File: src/design/swqd_pkg.sv
// Shared types and constants for the sliding-window quantile delay block.
package swqd_pkg;

  // Field widths
  localparam int unsigned DATA_W  = 64;
  localparam int unsigned TOTAL_W = 32;
  localparam int unsigned ALPHA_W = 8;
  localparam int unsigned KEEP_W  = 7;
  localparam int unsigned OUT_W   = DATA_W + TOTAL_W;

  // Operation codes carried on tuser
  localparam logic OP_RECORD = 1'b0;
  localparam logic OP_QUERY  = 1'b1;

  // Quantile constants
  localparam logic [ALPHA_W-1:0] ALPHA_DEFAULT = 8'd5;
  localparam logic [ALPHA_W-1:0] ALPHA_LOW     = 8'd1;
  localparam logic [ALPHA_W-1:0] ALPHA_HIGH    = 8'd99;
  localparam logic [KEEP_W-1:0]  PERCENT       = 7'd100;
  localparam int unsigned        ROUND_UP      = 99;
  localparam int unsigned        MIN_SAMPLES   = 10;

  // Division by 100 as multiply and shift, exact below 43699
  localparam int unsigned        RECIP_W     = 13;
  localparam logic [RECIP_W-1:0] RECIP_100   = 13'd5243;
  localparam int unsigned        RECIP_SHIFT = 19;

  // Cells per group in the first stage of the read-out tree
  localparam int unsigned GROUP_SIZE = 16;

  // Register map
  localparam int unsigned CFG_AW    = 5;
  localparam int unsigned CFG_DW    = 64;
  localparam int unsigned REG_LSB   = 3;
  localparam int unsigned REG_IDX_W = CFG_AW - REG_LSB;
  localparam logic [REG_IDX_W-1:0] REG_ALPHA = 2'd0;
  localparam logic [REG_IDX_W-1:0] REG_MIN   = 2'd1;
  localparam logic [REG_IDX_W-1:0] REG_MAX   = 2'd2;

  // Broadcast to every cell during a chain update
  typedef struct packed {
    logic              upd;
    logic              full;
    logic              v_ge_ve;
    logic [DATA_W-1:0] smp;
    logic [DATA_W-1:0] evict;
  } cell_ctl_t;

  // What one cell shows its neighbours
  typedef struct packed {
    logic [DATA_W-1:0] val;
    logic              gt;
  } link_t;

endpackage

File: src/design/swqd_cell.sv
// One cell of the sorted sample chain: holds a value, shifts with its neighbours.
module swqd_cell (
  input  logic                 clk_i,
  input  swqd_pkg::cell_ctl_t  ctl_i,
  input  logic                 valid_i,
  input  swqd_pkg::link_t      prev_i,
  input  swqd_pkg::link_t      next_i,
  output swqd_pkg::link_t      link_o
);
  import swqd_pkg::*;

  logic [DATA_W-1:0] val_q, val_d;
  logic              gt_v, le_e, ge_e;

  // Compare own word against the new sample and the evicted sample
  assign gt_v = !valid_i || (val_q > ctl_i.smp);
  assign le_e = (val_q <= ctl_i.evict);
  assign ge_e = (val_q >= ctl_i.evict);

  // Work out the next word from the cells either side
  always_comb begin
    val_d = val_q;
    if (ctl_i.full && ctl_i.v_ge_ve) begin
      // close the gap upwards: take from the next cell, or the new sample
      if (ge_e && !gt_v) begin
        val_d = next_i.gt ? ctl_i.smp : next_i.val;
      end
    end else if (gt_v && (!ctl_i.full || le_e)) begin
      // open a gap: take from the previous cell, or the new sample
      val_d = prev_i.gt ? prev_i.val : ctl_i.smp;
    end
  end

  // Hold the word between updates
  always_ff @(posedge clk_i) begin
    if (ctl_i.upd) begin
      val_q <= val_d;
    end
  end

  assign link_o.val = val_q;
  assign link_o.gt  = gt_v;

endmodule

File: config.mk
export PLATFORM = sky130hd
export DESIGN_NAME = swqd_cell
export DESIGN_NICKNAME = d
export VERILOG_FILES = /design/src/design/swqd_pkg.sv /design/src/design/swqd_cell.sv
export SDC_FILE = /design/constraint.sdc
export NUM_CORES = 1
export LEC_CHECK = 0
export ABC_AREA = 0
export CAP_MARGIN = 20
export CORE_AREA = 2 2 127 129
export DETAILED_ROUTE_END_ITERATION = 12
export DIE_AREA = 0 0 129 131
export DONT_BUFFER_PORTS = 1
export GPL_TIMING_DRIVEN = 0
export SLEW_MARGIN = 20
export SYNTH_ARGS = -nofsm -noshare
export SYNTH_HDL_FRONTEND = slang
export SYNTH_SLANG_ARGS = --single-unit
File: constraint.sdc
create_clock -name clk_i -period 7.45 [get_ports clk_i]
set_input_delay 1.49 -clock clk_i [delete_from_list [all_inputs] [get_ports clk_i]]
set_output_delay 1.49 -clock clk_i [all_outputs]
set_load 0.005 [all_outputs]
==> flow_summary.json <==
{
  "cts-buffers-inserted": 9,
  "top_register": "val_q",
  "cts_resized": 0,
  "path_clk_slew_ns": 0.06,
  "slowest_stage": "nor4_4",
  "stdcell_area_mm2": 0.00690,
  "start_util": 0.401,
  "layout_setup_ws_ns": 2.27,
  "worst_setup_path_end_kind": "primary output",
  "gp_congestion": 0.930,
  "row_count": 46,
  "ir_drop_v": 0.000101,
  "dp_slack_ns": 2.26,
  "port-buffer-count": 0,
  "diodes": 0,
  "drtPass1Iterations": 5,
  "syn2layout_area_growth_pct": 10.2,
  "setup_viol": 0,
  "fin_nets": 1105,
  "use_met3": 0.0582,
  "clock_skew_ns": 0.00880,
  "arrival_ns": 3.69,
  "viasPerCell": 5.95,
  "core_mm2": 0.0156,
  "worstPathBufferInverterCount": 2,
  "syn_nets": 1089,
  "worst_pin_slew_ns": 0.823,
  "cts_hold_buf": 0,
  "path_cells": "inv_1 -> ha_1 -> nand4_2 -> nor4_4 -> nand4_1 -> a311oi_1 -> nor4_1 -> a31oi_2 -> buf_4",
  "via_count": 5566,
  "grt_usage": 0.232,
  "die_area_mm2": 0.0169,
  "synth_top_area_cell": "edfxtp_1",
  "first_global_vias": 5514,
  "leakagePower_nw": 3.19,
  "cts_post_setup_buffers_inserted": 0,
  "criticalPathCategory": "in2out",
  "power_density_mw_per_mm2": 177,
  "hpwlAfterDp_um": 17300,
  "ys.flop_type": "edfxtp_1",
  "die_y_um": 131,
  "syn_area_mm2": 0.00626,
  "ys_top_cells_by_area": "edfxtp_1 (31%), ha_1 (26%), inv_1 (8.0%)",
  "ios": 328,
  "grt_max_degree": 15,
  "tritoncts": "yes",
  "cp.required_ns": 5.96,
  "status": "finished, final reports clean",
  "final_cells": 935,
  "routedWlPerCell_um": 22.0,
  "yosys_warnings": 0,
  "fmax_mhz": 193,
  "cp_top_family": "simple AND/OR/NAND/NOR gates",
  "drc": 0,
  "synth_edf_count": 64,
  "worst_path_largest_cell_delay_ns": 0.45,
  "yosysSeqAreaShare": 0.307,
  "relSlewSlack": 0.452,
  "grt_pass1_wl_um": 29300,
  "totalPowerFinal_mw": 1.22,
  "synth_top_cell_area_share": 0.307,
  "ant_nets": 0,
  "gr-total-overflow": 0,
  "synth_cells": 698,
  "drt-total-wl_um": 20600,
  "top_usage_layer": "met2",
  "drv_slew": 0,
  "synth_area_per_cell_um2": 8.97,
  "top_regs": "val_q (64)",
  "hp-class": "in2reg",
  "max_cap_viol_count": 0,
  "period_needed_ns": 5.18,
  "antenna_found_initial": 0,
  "yosys-top-cells-count": "inv_1 (133), ha_1 (128), edfxtp_1 (64), o22ai_1 (64), a31oi_1 (62)",
  "layout-drive-gt1-share": 0.0542,
  "rsz0062_at_grt": "false",
  "hold_viol_final": 0,
  "synth_cell_types": 50,
  "path_max_fanout": 4,
  "clock_latency_ns": 0.34,
  "async_flop_share": 0,
  "drt_iter0_drc": 252,
  "synth_seq_cells": 64,
  "met2_usage": 0.420,
  "htreeDepth": 3,
  "place_inst": 919,
  "grt.met1_usage": 0.267,
  "fin_crit_sh": 0.695,
  "root_buffer": "clkbuf_16",
  "cts_sinks": 64,
  "start_kind": "primary input",
  "synth_most_common_cell": "inv_1",
  "fp.dieW_um": 129,
  "dpl-instance-area_mm2": 0.00661,
  "clockBufferDepth": 2,
  "largest_register_ffs": 64
}
## final timing paths
check | from | endpoint | slack (ns) | cells after the start
worst max-delay path | ctl_i[110] | link_o[0] | 2.27 | 9
worst min-delay path | ctl_i[64] | val_q[0] | 1.41 | 2
worst max register to register | val_q[63] | val_q[62] | 3.66 | 11
worst min register to register | val_q[1] | val_q[61] | 1.45 | 6
## per-layer routing
layer  up-vias  routed length [µm]
met5         -                   0
met1      2585                8430
met3        29                1350
met4         0                 490
li1       2667                   -
met2       285               10300
## report_power, final
group          total [mW]  internal (mW)  leakage, nW  switching [mW]
clock               0.428          0.256        0.136           0.173
sequential          0.478          0.442        0.595          0.0366
combinational       0.317          0.127         2.45           0.190
total                1.22          0.824         3.19           0.399
## per-stage QoR
stage                      util  setup TNS [ns]  hold WS [ns]
final                     0.442               0          1.41
after global routing      0.442               0          1.39
after CTS                 0.442               0          1.37
after detailed placement  0.424               0          1.47
after global placement    0.419          -45.99          1.72
after floorplan               -               0          1.58
## cell usage in the layout (no fill, tap or decap), drive strengths merged, types with 2 or more instances in the layout
master / n
nand3: 17
a221oi: 7
nor2: 14
a31oi: 63
buf: 14
a21o: 9
o21ai: 16
and4: 2
or3: 3
a211oi: 3
or2: 2
nor2b: 2
clkinv: 4
edfxtp: 64
nor3: 3
clkinvlp: 2
nand4: 28
nand2: 37
clkbuf: 28
a21oi: 51
o22ai: 64
nor4: 6
ha: 128
inv: 133
## kinds of logic (layout without fill, tap and decap cells)
family                     count (synthesis)  count (layout)  share of synthesized area
DFF                                       64              64                      0.307
adders and majority gates                128             128                      0.256
buffers and inverters                    161             182                     0.0971
AOI/OAI and AO/OA                        224             224                      0.224
and+or+nand+nor                          120             120                      0.114
muxes                                      1               1                    0.00160
## final cells by class
cell class / instances / area [µm²]
flip-flops and latches: 64 / 1920
plain buffers: 28 / 109
inverters: 133 / 499
clock inverters: 7 / 62.6
well taps: 216 / 270
repair buffers: 5 / 71.3
fillers: 1561 / 8700
clock buffers: 9 / 225
multi-input cells: 473 / 3740
Power figures use the tool's default switching activity.
